## config.mk

```make
export PLATFORM = sky130hd
export DESIGN_NAME = cpu_6502_subset_bus_sequencer_flat
export DESIGN_NICKNAME = d
export VERILOG_FILES = /design/src/rtl/c65seq_pkg.sv /design/src/rtl/c65seq_if.sv /design/src/rtl/c65seq_step.sv /design/src/rtl/cpu_6502_subset_bus_sequencer.sv /design/src/flat_wrapper.sv
export SDC_FILE = /design/constraint.sdc
export NUM_CORES = 1
export LEC_CHECK = 0
export ABC_AREA = 0
export BUFFER_PORTS_ARGS = -buffer_cell sky130_fd_sc_hd__buf_2
export CORE_MARGIN = 2
export CORE_UTILIZATION = 29
export CTS_CLUSTER_DIAMETER = 80
export CTS_CLUSTER_SIZE = 16
export DETAILED_ROUTE_END_ITERATION = 7
export PLACE_DENSITY_LB_ADDON = 0.1
export SLEW_MARGIN = 20
export SYNTH_ARGS = -nofsm -noshare
export SYNTH_HDL_FRONTEND = slang
export SYNTH_SLANG_ARGS = --single-unit
```

## constraint.sdc

```tcl
create_clock -name i_clk -period 4.5 [get_ports i_clk]
set_input_delay 0.225 -clock i_clk [delete_from_list [all_inputs] [get_ports i_clk]]
set_output_delay 0.225 -clock i_clk [all_outputs]
set_load 0.01 [all_outputs]
```

## src/rtl/c65seq_pkg.sv

```systemverilog
// Shared types and constants of the 6502 subset bus sequencer.
// Depends on nothing; c65seq_step and the top level refer to it by scoped names.
package c65seq_pkg;

    // Bus sequence position of the core
    typedef enum logic [3:0] {
        PH_RESET_LO  = 4'd0,
        PH_RESET_HI  = 4'd1,
        PH_FETCH     = 4'd2,
        PH_IMM       = 4'd3,
        PH_ABS_LO    = 4'd4,
        PH_ABS_HI    = 4'd5,
        PH_LOAD_A    = 4'd6,
        PH_RMW       = 4'd7,
        PH_WRITE_END = 4'd8,
        PH_JSR_LO    = 4'd9,
        PH_PULL_A    = 4'd10,
        PH_PULL_P    = 4'd11,
        PH_RTS_LO    = 4'd12,
        PH_RTS_HI    = 4'd13
    } t_phase;

    // Architectural state plus the pending bus access
    typedef struct packed {
        logic [7:0]  acc;
        logic [7:0]  idx_x;
        logic [7:0]  idx_y;
        logic [7:0]  sp;
        logic [7:0]  status;
        logic [15:0] pc;
        logic [7:0]  opcode;
        t_phase      phase;
        logic [15:0] alat;
        logic        halt;
        logic [15:0] bus_addr;
        logic        bus_write;
        logic [7:0]  bus_data;
    } t_state;

    // Reset values
    localparam logic [15:0] VEC_RESET_LO = 16'hFFFC;
    localparam logic [15:0] VEC_RESET_HI = 16'hFFFD;
    localparam logic [7:0]  SP_RESET     = 8'hFD;
    localparam logic [7:0]  P_RESET      = 8'h24;
    localparam logic [7:0]  STACK_PAGE   = 8'h01;

    // Status bit positions
    localparam int unsigned FLAG_N_BIT = 7;
    localparam int unsigned FLAG_B_BIT = 4;
    localparam int unsigned FLAG_D_BIT = 3;
    localparam int unsigned FLAG_I_BIT = 2;
    localparam int unsigned FLAG_Z_BIT = 1;

    // Bits forced on in a pushed status byte
    localparam logic [7:0] P_PUSH_SET = 8'h30;

endpackage

```

## src/rtl/c65seq_if.sv

```systemverilog
// Handshake channels of the sequencer: input request and result.
// Depends on nothing; valid/ready with the payload fields.
interface c65seq_req_if;
    logic       valid;
    logic       ready;
    logic [7:0] read_data;

    modport source (output valid, output read_data, input ready);
    modport sink   (input valid, input read_data, output ready);
endinterface

interface c65seq_res_if;
    logic        valid;
    logic        ready;
    logic [15:0] next_address;
    logic        next_is_write;
    logic [7:0]  next_write_data;
    logic        instruction_done;
    logic        halted;
    logic [7:0]  acc_value;
    logic [7:0]  index_x_value;
    logic [7:0]  index_y_value;
    logic [7:0]  stack_value;
    logic [7:0]  status_value;
    logic [15:0] counter_value;

    modport source (
        output valid, input ready,
        output next_address, output next_is_write, output next_write_data,
        output instruction_done, output halted,
        output acc_value, output index_x_value, output index_y_value,
        output stack_value, output status_value, output counter_value
    );
    modport sink (
        input valid, output ready,
        input next_address, input next_is_write, input next_write_data,
        input instruction_done, input halted,
        input acc_value, input index_x_value, input index_y_value,
        input stack_value, input status_value, input counter_value
    );
endinterface

```

## src/rtl/c65seq_step.sv

```systemverilog
// Next-state logic of the sequencer: one completed bus access in, next access out.
// Depends on c65seq_pkg (state type, phases, constants).
module c65seq_step (
    input  c65seq_pkg::t_state i_state,
    input  logic [7:0]         i_read_data,
    output c65seq_pkg::t_state o_state,
    output logic               o_done
);

    // Implemented opcodes
    localparam logic [7:0] OP_LDA_IMM = 8'hA9;
    localparam logic [7:0] OP_LDX_IMM = 8'hA2;
    localparam logic [7:0] OP_LDY_IMM = 8'hA0;
    localparam logic [7:0] OP_BPL     = 8'h10;
    localparam logic [7:0] OP_LDA_ABS = 8'hAD;
    localparam logic [7:0] OP_STA_ABS = 8'h8D;
    localparam logic [7:0] OP_STA_ABX = 8'h9D;
    localparam logic [7:0] OP_STA_ABY = 8'h99;
    localparam logic [7:0] OP_INC_ABS = 8'hEE;
    localparam logic [7:0] OP_INC_ABX = 8'hFE;
    localparam logic [7:0] OP_DEC_ABS = 8'hCE;
    localparam logic [7:0] OP_DEC_ABX = 8'hDE;
    localparam logic [7:0] OP_JSR     = 8'h20;
    localparam logic [7:0] OP_SEI     = 8'h78;
    localparam logic [7:0] OP_CLD     = 8'hD8;
    localparam logic [7:0] OP_TXA     = 8'h8A;
    localparam logic [7:0] OP_TXS     = 8'h9A;
    localparam logic [7:0] OP_TAX     = 8'hAA;
    localparam logic [7:0] OP_TSX     = 8'hBA;
    localparam logic [7:0] OP_PHA     = 8'h48;
    localparam logic [7:0] OP_PHP     = 8'h08;
    localparam logic [7:0] OP_PLA     = 8'h68;
    localparam logic [7:0] OP_PLP     = 8'h28;
    localparam logic [7:0] OP_RTS     = 8'h60;

    // N and Z from a result byte
    function automatic logic [7:0] f_nz(input logic [7:0] p, input logic [7:0] v);
        logic [7:0] r;
        r = p;
        r[c65seq_pkg::FLAG_N_BIT] = v[7];
        r[c65seq_pkg::FLAG_Z_BIT] = (v == 8'h00);
        return r;
    endfunction

    function automatic c65seq_pkg::t_state f_rd(input c65seq_pkg::t_state st,
                                                 input logic [15:0] a,
                                                 input c65seq_pkg::t_phase ph);
        c65seq_pkg::t_state r;
        r = st;
        r.bus_addr  = a;
        r.bus_write = 1'b0;
        r.bus_data  = 8'h00;
        r.phase     = ph;
        return r;
    endfunction

    function automatic c65seq_pkg::t_state f_wr(input c65seq_pkg::t_state st,
                                                 input logic [15:0] a,
                                                 input logic [7:0] dat,
                                                 input c65seq_pkg::t_phase ph);
        c65seq_pkg::t_state r;
        r = st;
        r.bus_addr  = a;
        r.bus_write = 1'b1;
        r.bus_data  = dat;
        r.phase     = ph;
        return r;
    endfunction

    // Push writes at the current SP, then post-decrements
    function automatic c65seq_pkg::t_state f_push(input c65seq_pkg::t_state st,
                                                   input logic [7:0] dat,
                                                   input c65seq_pkg::t_phase ph);
        c65seq_pkg::t_state r;
        r = f_wr(st, {c65seq_pkg::STACK_PAGE, st.sp}, dat, ph);
        r.sp = st.sp - 8'd1;
        return r;
    endfunction

    // Pull pre-increments, then reads
    function automatic c65seq_pkg::t_state f_pull(input c65seq_pkg::t_state st,
                                                   input c65seq_pkg::t_phase ph);
        c65seq_pkg::t_state r;
        logic [7:0] sp1;
        sp1 = st.sp + 8'd1;
        r = f_rd(st, {c65seq_pkg::STACK_PAGE, sp1}, ph);
        r.sp = sp1;
        return r;
    endfunction

    always_comb begin
        c65seq_pkg::t_state s;
        logic [7:0]  d;
        logic [7:0]  v;
        logic [15:0] ret;
        logic        done;

        s    = i_state;
        d    = i_read_data;
        v    = 8'h00;
        ret  = 16'h0000;
        done = 1'b0;

        // A halted core holds everything and repeats its last read
        if (!s.halt) begin
            unique case (s.phase)
                c65seq_pkg::PH_RESET_LO: begin
                    s.alat = {8'h00, d};
                    s = f_rd(s, c65seq_pkg::VEC_RESET_HI, c65seq_pkg::PH_RESET_HI);
                end
                c65seq_pkg::PH_RESET_HI: begin
                    s.pc = {d, s.alat[7:0]};
                    done = 1'b1;
                    s = f_rd(s, s.pc, c65seq_pkg::PH_FETCH);
                end
                c65seq_pkg::PH_FETCH: begin
                    s.opcode = d;
                    s.pc = s.pc + 16'd1;
                    done = 1'b1;
                    unique case (d) inside
                        OP_LDA_IMM, OP_LDX_IMM, OP_LDY_IMM, OP_BPL: begin
                            done = 1'b0;
                            s = f_rd(s, s.pc, c65seq_pkg::PH_IMM);
                        end
                        OP_LDA_ABS, OP_STA_ABS, OP_STA_ABX, OP_STA_ABY, OP_INC_ABS,
                        OP_INC_ABX, OP_DEC_ABS, OP_DEC_ABX, OP_JSR: begin
                            done = 1'b0;
                            s = f_rd(s, s.pc, c65seq_pkg::PH_ABS_LO);
                        end
                        OP_SEI: begin
                            s.status[c65seq_pkg::FLAG_I_BIT] = 1'b1;
                            s = f_rd(s, s.pc, c65seq_pkg::PH_FETCH);
                        end
                        OP_CLD: begin
                            s.status[c65seq_pkg::FLAG_D_BIT] = 1'b0;
                            s = f_rd(s, s.pc, c65seq_pkg::PH_FETCH);
                        end
                        OP_TXA: begin
                            s.acc = s.idx_x;
                            s.status = f_nz(s.status, s.idx_x);
                            s = f_rd(s, s.pc, c65seq_pkg::PH_FETCH);
                        end
                        OP_TXS: begin
                            s.sp = s.idx_x;
                            s = f_rd(s, s.pc, c65seq_pkg::PH_FETCH);
                        end
                        OP_TAX: begin
                            s.idx_x = s.acc;
                            s.status = f_nz(s.status, s.acc);
                            s = f_rd(s, s.pc, c65seq_pkg::PH_FETCH);
                        end
                        OP_TSX: begin
                            s.idx_x = s.sp;
                            s.status = f_nz(s.status, s.sp);
                            s = f_rd(s, s.pc, c65seq_pkg::PH_FETCH);
                        end
                        OP_PHA: begin
                            done = 1'b0;
                            s = f_push(s, s.acc, c65seq_pkg::PH_WRITE_END);
                        end
                        OP_PHP: begin
                            done = 1'b0;
                            s = f_push(s, s.status | c65seq_pkg::P_PUSH_SET,
                                       c65seq_pkg::PH_WRITE_END);
                        end
                        OP_PLA: begin
                            done = 1'b0;
                            s = f_pull(s, c65seq_pkg::PH_PULL_A);
                        end
                        OP_PLP: begin
                            done = 1'b0;
                            s = f_pull(s, c65seq_pkg::PH_PULL_P);
                        end
                        OP_RTS: begin
                            done = 1'b0;
                            s = f_pull(s, c65seq_pkg::PH_RTS_LO);
                        end
                        default: begin
                            // unknown opcode: stop for good
                            done = 1'b0;
                            s.halt = 1'b1;
                            s = f_rd(s, s.pc, c65seq_pkg::PH_FETCH);
                        end
                    endcase
                end
                c65seq_pkg::PH_IMM: begin
                    s.pc = s.pc + 16'd1;
                    if (s.opcode == OP_LDA_IMM) begin
                        s.acc = d;
                        s.status = f_nz(s.status, d);
                    end else if (s.opcode == OP_LDX_IMM) begin
                        s.idx_x = d;
                        s.status = f_nz(s.status, d);
                    end else if (s.opcode == OP_LDY_IMM) begin
                        s.idx_y = d;
                        s.status = f_nz(s.status, d);
                    end else if (!s.status[c65seq_pkg::FLAG_N_BIT]) begin
                        // branch taken: signed offset
                        s.pc = s.pc + {{8{d[7]}}, d};
                    end
                    done = 1'b1;
                    s = f_rd(s, s.pc, c65seq_pkg::PH_FETCH);
                end
                c65seq_pkg::PH_ABS_LO: begin
                    s.pc = s.pc + 16'd1;
                    s.alat = {8'h00, d};
                    s = f_rd(s, s.pc, c65seq_pkg::PH_ABS_HI);
                end
                c65seq_pkg::PH_ABS_HI: begin
                    s.pc = s.pc + 16'd1;
                    s.alat = {d, s.alat[7:0]};
                    unique case (s.opcode) inside
                        OP_LDA_ABS: s = f_rd(s, s.alat, c65seq_pkg::PH_LOAD_A);
                        OP_STA_ABS: s = f_wr(s, s.alat, s.acc, c65seq_pkg::PH_WRITE_END);
                        OP_STA_ABX: s = f_wr(s, s.alat + {8'h00, s.idx_x}, s.acc,
                                             c65seq_pkg::PH_WRITE_END);
                        OP_STA_ABY: s = f_wr(s, s.alat + {8'h00, s.idx_y}, s.acc,
                                             c65seq_pkg::PH_WRITE_END);
                        OP_INC_ABS, OP_DEC_ABS: s = f_rd(s, s.alat, c65seq_pkg::PH_RMW);
                        OP_INC_ABX, OP_DEC_ABX: begin
                            s.alat = s.alat + {8'h00, s.idx_x};
                            s = f_rd(s, s.alat, c65seq_pkg::PH_RMW);
                        end
                        default: begin
                            // JSR: push return address high byte
                            ret = s.pc - 16'd1;
                            s = f_push(s, ret[15:8], c65seq_pkg::PH_JSR_LO);
                        end
                    endcase
                end
                c65seq_pkg::PH_LOAD_A, c65seq_pkg::PH_PULL_A: begin
                    s.acc = d;
                    s.status = f_nz(s.status, d);
                    done = 1'b1;
                    s = f_rd(s, s.pc, c65seq_pkg::PH_FETCH);
                end
                c65seq_pkg::PH_RMW: begin
                    if (s.opcode == OP_INC_ABS || s.opcode == OP_INC_ABX) begin
                        v = d + 8'd1;
                    end else begin
                        v = d - 8'd1;
                    end
                    s.status = f_nz(s.status, v);
                    s = f_wr(s, s.alat, v, c65seq_pkg::PH_WRITE_END);
                end
                c65seq_pkg::PH_JSR_LO: begin
                    ret = s.pc - 16'd1;
                    s = f_push(s, ret[7:0], c65seq_pkg::PH_WRITE_END);
                    s.pc = s.alat;
                end
                c65seq_pkg::PH_PULL_P: begin
                    s.status = d;
                    s.status[c65seq_pkg::FLAG_B_BIT] = 1'b0;
                    done = 1'b1;
                    s = f_rd(s, s.pc, c65seq_pkg::PH_FETCH);
                end
                c65seq_pkg::PH_RTS_LO: begin
                    s.alat = {8'h00, d};
                    s = f_pull(s, c65seq_pkg::PH_RTS_HI);
                end
                c65seq_pkg::PH_RTS_HI: begin
                    s.pc = {d, s.alat[7:0]} + 16'd1;
                    done = 1'b1;
                    s = f_rd(s, s.pc, c65seq_pkg::PH_FETCH);
                end
                default: begin
                    // end of a write access
                    done = 1'b1;
                    s = f_rd(s, s.pc, c65seq_pkg::PH_FETCH);
                end
            endcase
        end

        o_state = s;
        o_done  = done;
    end

endmodule

```

## src/rtl/cpu_6502_subset_bus_sequencer.sv

```systemverilog
// Top level of the 6502 subset bus sequencer: state registers and result register.
// Depends on c65seq_pkg, c65seq_if (channels) and c65seq_step (next-state logic).
//
// Each request carries the byte read by the bus access just completed; each
// result names the next access and shows the register file. The block takes
// one request per clock unless the result side stalls: the register state
// advances at the accepting edge and the matching result is presented in the
// cycle after from a single output register. A request is taken whenever that
// register is empty or is being drained in the same cycle, so with the result side
// always ready the rate is one access per clock, and the path that sets the clock
// is the one-access decode between the state registers and the result register.
module cpu_6502_subset_bus_sequencer (
    input  logic              i_clk,
    input  logic              i_rst_n,
    c65seq_req_if.sink        i_req,
    c65seq_res_if.source      o_res
);

    c65seq_pkg::t_state r_state;
    c65seq_pkg::t_state n_state;
    logic               n_done;
    logic               r_out_valid;
    logic               r_out_done;
    logic               w_accept;

    // Handshake: one output register parts the two sides
    assign i_req.ready = !r_out_valid || o_res.ready;
    assign w_accept    = i_req.valid && i_req.ready;

    c65seq_step u_step (
        .i_state     (r_state),
        .i_read_data (i_req.read_data),
        .o_state     (n_state),
        .o_done      (n_done)
    );

    // Architectural state
    always_ff @(posedge i_clk) begin
        if (!i_rst_n) begin
            r_state.acc       <= 8'h00;
            r_state.idx_x     <= 8'h00;
            r_state.idx_y     <= 8'h00;
            r_state.sp        <= c65seq_pkg::SP_RESET;
            r_state.status    <= c65seq_pkg::P_RESET;
            r_state.pc        <= 16'h0000;
            r_state.opcode    <= 8'h00;
            r_state.phase     <= c65seq_pkg::PH_RESET_LO;
            r_state.alat      <= 16'h0000;
            r_state.halt      <= 1'b0;
            r_state.bus_addr  <= c65seq_pkg::VEC_RESET_LO;
            r_state.bus_write <= 1'b0;
            r_state.bus_data  <= 8'h00;
        end else if (w_accept) begin
            r_state <= n_state;
        end
    end

    // Result valid flag
    always_ff @(posedge i_clk) begin
        if (!i_rst_n) begin
            r_out_valid <= 1'b0;
        end else if (w_accept) begin
            r_out_valid <= 1'b1;
        end else if (o_res.ready) begin
            r_out_valid <= 1'b0;
        end
    end

    // Done flag of the result; the rest of the payload is the state itself
    always_ff @(posedge i_clk) begin
        if (w_accept) begin
            r_out_done <= n_done;
        end
    end

    assign o_res.valid            = r_out_valid;
    assign o_res.next_address     = r_state.bus_addr;
    assign o_res.next_is_write    = r_state.bus_write;
    assign o_res.next_write_data  = r_state.bus_write ? r_state.bus_data : 8'h00;
    assign o_res.instruction_done = r_out_done;
    assign o_res.halted           = r_state.halt;
    assign o_res.acc_value        = r_state.acc;
    assign o_res.index_x_value    = r_state.idx_x;
    assign o_res.index_y_value    = r_state.idx_y;
    assign o_res.stack_value      = r_state.sp;
    assign o_res.status_value     = r_state.status;
    assign o_res.counter_value    = r_state.pc;

    // Halt is sticky
    a_halt_sticky: assert property (@(posedge i_clk) disable iff (!i_rst_n)
        r_state.halt |=> r_state.halt)
        else $error("halt flag dropped");

    // A halted core never reports a finished instruction
    a_halt_no_done: assert property (@(posedge i_clk) disable iff (!i_rst_n)
        (r_out_valid && r_state.halt && $past(r_state.halt)) |-> !r_out_done)
        else $error("instruction done while halted");

    // Every accepted request produces a result in the next cycle
    a_accept_result: assert property (@(posedge i_clk) disable iff (!i_rst_n)
        w_accept |=> r_out_valid)
        else $error("accepted request without result");

    // While a result waits, the state it shows does not move
    a_hold_state: assert property (@(posedge i_clk) disable iff (!i_rst_n)
        (r_out_valid && !o_res.ready) |=> $stable(r_state))
        else $error("state changed under a stalled result");

endmodule
```

## src/flat_wrapper.sv

```systemverilog
// flat-port wrapper written by rule: the top's interface ports become plain ports
module cpu_6502_subset_bus_sequencer_flat 
  (i_clk, i_rst_n, i_req_valid, i_req_read_data, i_req_ready, o_res_valid, o_res_ready, o_res_next_address, o_res_next_is_write, o_res_next_write_data, o_res_instruction_done, o_res_halted, o_res_acc_value, o_res_index_x_value, o_res_index_y_value, o_res_stack_value, o_res_status_value, o_res_counter_value);
  c65seq_req_if i_req_i ();
  c65seq_res_if o_res_i ();
  input  logic i_clk;
  input  logic i_rst_n;
  input wire logic [$bits(i_req_i.valid)-1:0] i_req_valid;
  input wire logic [$bits(i_req_i.read_data)-1:0] i_req_read_data;
  output wire logic [$bits(i_req_i.ready)-1:0] i_req_ready;
  output wire logic [$bits(o_res_i.valid)-1:0] o_res_valid;
  input wire logic [$bits(o_res_i.ready)-1:0] o_res_ready;
  output wire logic [$bits(o_res_i.next_address)-1:0] o_res_next_address;
  output wire logic [$bits(o_res_i.next_is_write)-1:0] o_res_next_is_write;
  output wire logic [$bits(o_res_i.next_write_data)-1:0] o_res_next_write_data;
  output wire logic [$bits(o_res_i.instruction_done)-1:0] o_res_instruction_done;
  output wire logic [$bits(o_res_i.halted)-1:0] o_res_halted;
  output wire logic [$bits(o_res_i.acc_value)-1:0] o_res_acc_value;
  output wire logic [$bits(o_res_i.index_x_value)-1:0] o_res_index_x_value;
  output wire logic [$bits(o_res_i.index_y_value)-1:0] o_res_index_y_value;
  output wire logic [$bits(o_res_i.stack_value)-1:0] o_res_stack_value;
  output wire logic [$bits(o_res_i.status_value)-1:0] o_res_status_value;
  output wire logic [$bits(o_res_i.counter_value)-1:0] o_res_counter_value;
  assign i_req_i.valid = i_req_valid;
  assign i_req_i.read_data = i_req_read_data;
  assign i_req_ready = i_req_i.ready;
  assign o_res_valid = o_res_i.valid;
  assign o_res_i.ready = o_res_ready;
  assign o_res_next_address = o_res_i.next_address;
  assign o_res_next_is_write = o_res_i.next_is_write;
  assign o_res_next_write_data = o_res_i.next_write_data;
  assign o_res_instruction_done = o_res_i.instruction_done;
  assign o_res_halted = o_res_i.halted;
  assign o_res_acc_value = o_res_i.acc_value;
  assign o_res_index_x_value = o_res_i.index_x_value;
  assign o_res_index_y_value = o_res_i.index_y_value;
  assign o_res_stack_value = o_res_i.stack_value;
  assign o_res_status_value = o_res_i.status_value;
  assign o_res_counter_value = o_res_i.counter_value;
  cpu_6502_subset_bus_sequencer u_core (.i_clk(i_clk), .i_rst_n(i_rst_n), .i_req(i_req_i), .o_res(o_res_i));
endmodule
```

# Yosys cells after proc, flatten, opt, wreduce, memory -nomap -nowiden
# Index checks and enable logic that the tools add are counted.
# W data, S select, Z words.
dict set report totals {
  reg_bits 112
  inputBits 12
  out_inout_bits 85
  wordCells 184
}
dict set report op_classes {
  addsub 11
  eq_ne 77
  n_mux 24
  bitwise_logic 15
  reduce_logical 38
}
# cell count
set op_table {}
lappend op_table {{$pmux W110 S13} 1}
lappend op_table {{$pmux W110 S12} 1}
lappend op_table {{$pmux W86 S6} 1}
lappend op_table {{$eq A8 B8 Y1 const B} 27}
lappend op_table {{$mux W8} 11}
lappend op_table {{$mux W16} 5}
lappend op_table {{$reduce_and A26 Y1} 3}
lappend op_table {{$ne A2 B2 Y1 const B} 26}
lappend op_table {{$logic_not A8 Y1} 5}
lappend op_table {{$reduce_and A17 Y1} 2}
lappend op_table {{$add A16 B1 Y16 const B} 2}
lappend op_table {{$add A16 B8 Y16} 2}
lappend op_table {{$eq A8 B7 Y1 const B} 4}
lappend op_table {{$reduce_and A14 Y1} 2}
lappend op_table {{$reduce_and A27 Y1} 1}
lappend op_table {{$mux W26} 1}
lappend op_table {{$reduce_and A25 Y1} 1}
lappend op_table {{$sub A8 B1 Y8 const B} 3}
lappend op_table {{$reduce_and A22 Y1} 1}
lappend op_table {{$eq A4 B4 Y1 const B} 5}
lappend op_table {{$add A16 B16 Y16} 1}
lappend op_table {{$add A8 B1 Y8 const B} 2}
lappend op_table {{$eq A4 B3 Y1 const B} 4}
lappend op_table {{$eq A8 B6 Y1 const B} 2}
lappend op_table {{27 further kinds} 52}

# Depth between registers and ports, before layout
dict set report depth {
  ltp_word 8
  mapped_depth 15
  ltp_nobuf 14
}

# Hierarchy
# Synthesis repeated with hierarchy kept, for this count alone.
dict set report unflattened {
  hier_cells 2012
  area_unflattened_um2 13815.8
}
# module n_inst cells_each area_per_inst_um2 seq_area_each_um2
set modules_own_cells {}
lappend modules_own_cells {c65seq_step 1 1445 8797.2 0.0}
lappend modules_own_cells {cpu_6502_subset_bus_sequencer 1 567 5018.6 2252.2}

# Worst setup path before layout
# No wires, ideal clock.
dict set report synth_timing {
  path_kind {register -> register}
  start {register u_core.r_state (netlist bit u_core.o_res.counter_value[1])}
  end {register u_core.r_state (netlist bit u_core.o_res.next_address[15])}
  t_arrival_ns 3.265
  required_ns 4.366
  setup_slack_ns 1.102
  path_stages_with_launch 15
  synth_period_minus_slack_ns 3.398
  cell_sequence {dfxtp_1 ha_1 and4_1 nand2_1 nor2_1 xor2_1 ha_1 buf_1 nand3_1 o2111ai_1 or3_1 a41o_1 and4_1 o21ai_0 a32oi_1}
}
dict set report synth_between {
  elab_chain_len 7
  elab_cells_between_ends 8
}
# element line
set synth_lines {}
lappend synth_lines {{start: declaration} cpu_6502_subset_bus_sequencer.sv:19} ;# c65seq_pkg::t_state r_state;
lappend synth_lines {{start signal: assignment} cpu_6502_subset_bus_sequencer.sv:54} ;# r_state <= n_state;
lappend synth_lines {{$add A16 B1 Y16 (*)} {c65seq_step.sv:118, c65seq_step.sv:187, c65seq_step.sv:205}}
lappend synth_lines {{$add A16 B16 Y16} c65seq_step.sv:199} ;# s.pc = s.pc + {{8{d[7]}}, d};
lappend synth_lines {{$mux W16} c65seq_step.sv:197} ;# end else if (!s.status[c65seq_pkg::FLAG_N_BIT]) begin
lappend synth_lines {{$mux W16} c65seq_step.sv:194} ;# end else if (s.opcode == OP_LDY_IMM) begin
lappend synth_lines {{$mux W16} c65seq_step.sv:191} ;# end else if (s.opcode == OP_LDX_IMM) begin
lappend synth_lines {{$mux W16} c65seq_step.sv:188} ;# if (s.opcode == OP_LDA_IMM) begin
lappend synth_lines {{$pmux W110 S12 (*)} c65seq_step.sv:106} ;# unique case (s.phase)
# Mark *: on every way between the ends. The rest lies on a longest branch, timed or not. The select of a mux whose other input is x is not followed.
# A chain may end at the register's enable or synchronous reset.

# Worst setup path in the final report
dict set report layout_timing {
  start {register u_core.r_state (netlist bit u_core.o_res.counter_value[1])}
  end {register u_core.r_state (netlist bit u_core.o_res.next_address[14])}
}
# The elaborated chain is that of the path after synthesis.

==> out/qor.csv <==
metric,value,unit
top_reg_cell synth,dfxtp_1,
Area Growth Syn to Fin,8.85,%
first-pass GRT wire length,84.7,mm
Yosys warnings,0,
# clock sinks,111,
syn_nets,1670,
hold_sp,i_req_valid,
post-synthesis sequential area ratio,0.197,
max frequency,0.247,GHz
Routed wire per std cell,27.6,µm
max cap viols,0,
Post-route DRC,0,
core area,38600,µm²
Leakage,0.00482,µW
outcome,"finished, final reports clean",
Cell variety after synth,84,
Root Driver,clkbuf_16,
"critical path fanouts, max",10,
Final min period,4.05,ns
reg2reg end,u_core.o_res.next_address[14],
worst-skew pair later-pin latency,0.40,ns
R2R cell count,12,
VDD IR max,0.000207,V
placed inst area,12100,µm²
total grt overflow,0,
largest net degree at the start of global routing,36,
Startpoint Class,flip-flop,
final instance area,12400,µm²
RSZ-0062 raised after global routing,no,
vias in the first global route,12170,
Post-DP HPWL,45.0,mm
Initial Utilization,0.294,
TritonCTS clock tree,done,
Synth top area share,0.194,
synth cell count leaders,"nand2_1 (169), nor2_1 (135), a21oi_1 (121), o21ai_0 (119), dfxtp_1 (110)",
layout cells sized above 1,0.131,
share of flip-flops with an asynchronous set or reset,0,
Final #Nets,1669,
H-tree Lvls,3,
HP Class,in2reg,
most common cell in the netlist,nand2_1,
Slew @ Worst Pin,1.16,ns
setup_tns,0,ns
arrival time worst endpoint,4.33,ns
top layer used by detailed routing,met5,
Die ar.,40800,µm²
clk slew on worst S/H paths,0.09,ns
"Slew Viols, Final",0,
Setup Skew,0.0210,ns
wire length on met3,5.25,mm
synthesized cell area,11400,µm²
post-CTS sizing,0,
number of routed nets with antenna violations,0,
DRT Wirelength,58.8,mm
Yosys reg bits,111,
GR Util All Layers,0.282,
CTS Hold Bufs,0,
"Avg Cell Area, Syn",7.06,µm²
die height,202,µm
post-route worst setup slack,0.449,ns
final setup vio count,0,
hold_ws,0.0891,ns
Setup Buffers After CTS,0,
Hold Path Sink,u_core.o_res.valid,
num ports,97,
met1 wire length,25.5,mm
PwrDens,243,nW/µm²
CP Capture Type,flip-flop,
leading area contributor after synthesis,dfxtp_1,
Slew HR,0.221,
Synth area leaders,"dfxtp_1 (19%), nand2_1 (5.6%), a21oi_1 (5.3%)",
routed wl met2,25.5,mm
Place WS,0.528,ns
FP Rows,72,
gp weighted congestion,0.958,
final hold vios,0,
initial antenna violation count,2,
die width,202,µm
reg2reg start,u_core.o_res.counter_value[1],
routed vias/inst,6.04,
CTS buffer count,9,
total power,3010,µW
Crit path required time,4.78,ns
routed vias,12874,
post-route clock period utilization,0.900,
Mapped Cells,1608,
Hold Crit Depth,3,
clk buf depth,2,
Starting DRT DRC Count,1325,
Initial DRT Pass Iterations,6,
worst reg-to-reg setup slack,0.45,ns
number of flops mapped to enable cells by yosys,1,
CP Class,reg2reg,
Port Buffers,95,
[cells in the final DEF (no fill, tap or decap), drive strengths merged, types with 8 or more instances in the layout]
| cell type | count |
|---|---|
| and2 | 22 |
| nand2 | 169 |
| buf | 172 |
| nor4 | 15 |
| nand4 | 20 |
| a22o | 10 |
| or3 | 18 |
| nor2 | 135 |
| mux2i | 22 |
| ha | 46 |
| o21a | 11 |
| a221oi | 35 |
| o221a | 8 |
| nand3 | 52 |
| xor2 | 27 |
| o21ai | 120 |
| xnor2 | 57 |
| a32oi | 8 |
| nand2b | 13 |
| o211ai | 13 |
| clkbuf | 11 |
| a31oi | 32 |
| a211oi | 18 |
| a22oi | 23 |
| o221ai | 13 |
| a21oi | 121 |
| nor2b | 33 |
| a21o | 10 |
| o22ai | 10 |
| and3 | 20 |
| inv | 41 |
| nor3 | 62 |
| dfxtp | 110 |
[flip-flops by register name, summed over array words and instances, names as in the netlist, 7 cells and up]
signal	count
u_core.o_res.acc_value	8
u_core.o_res.next_address	16
u_core.o_res.stack_value	8
u_core.o_res.index_y_value	8
u_core.o_res.status_value	7
u_core.o_res.index_x_value	8
u_core.o_res.counter_value	16
u_core.r_state	36
[area by class of cell]
| class | instances | area, µm² |
|---|---|---|
| Clock inverter | 4 | 31.3 |
| Tap cell | 518 | 648 |
| Antenna cell | 1 | 2.50 |
| Sequential cell | 111 | 2230 |
| Multi-Input combinational cell | 1271 | 8000 |
| Inverter | 42 | 158 |
| Clock buffer | 11 | 233 |
| Fill cell | 4282 | 26300 |
| Timing Repair Buffer | 172 | 1050 |
[report_power, final]
| group | internal, µW | total [µW] | switching, µW |
|---|---|---|---|
| clock | 377 | 823 | 446 |
| combinational | 366 | 1050 | 680 |
| sequential | 1040 | 1140 | 101 |
| total | 1780 | 3010 | 1230 |
[cells by family (layout without fill, tap and decap cells)]
kind of cell	Yosys count	in the layout	synth area share
buffers and inverters	226	229	0.100
AND/OR/NAND/NOR	598	598	0.257
other	1	2	0.000330
XOR/XNOR	84	84	0.0648
AO/OA/AOI/OAI	515	515	0.303
flip-flops	111	111	0.197
multiplexers	23	23	0.0204
adder cells (fa/ha/maj)	50	50	0.0577
[stage by stage]
stage / utilization / std cells
final: 0.320 / 2130
after global routing: 0.320 / 2129
after CTS: 0.320 / 2129
after detailed placement: 0.313 / 2114
after global placement: 0.313 / 2114
after floorplan: - / 1608
[worst max path at each step]
stage	start	endpoint	slack (ns)	cells past startpoint
floorplan	u_core.o_res.counter_value[1]	u_core.o_res.next_address[15]	1.10	14
global placement	u_core.o_res.counter_value[1]	u_core.o_res.next_address[14]	0.67	12
detailed placement	u_core.o_res.counter_value[1]	u_core.o_res.next_address[14]	0.53	12
CTS	u_core.o_res.counter_value[1]	u_core.o_res.next_address[14]	0.47	12
global route	u_core.o_res.counter_value[1]	u_core.o_res.counter_value[13]	0.10	14
finish	u_core.o_res.counter_value[1]	u_core.o_res.next_address[14]	0.45	12
[worst max-delay path: stages (launching register included)]
cell	delay, ns
dfxtp_1	0.55
ha_1	0.37
and4_1	0.34
nand2_1	0.09
xnor2_1	0.40
ha_1	0.37
and3_1	0.19
a211oi_1	0.40
o21a_1	0.26
o2111ai_1	0.16
xnor2_1	0.20
o221ai_1	0.15
o41a_1	0.44
[per-layer routing]
metal  track usage  vias to the layer above
met3        0.0850                      110
met1         0.368                     6282
li1              -                     5887
met2         0.428                      593
met4         0.124                        2
met5             0                        -
Note: power is estimated with default switching activity, not from simulation.
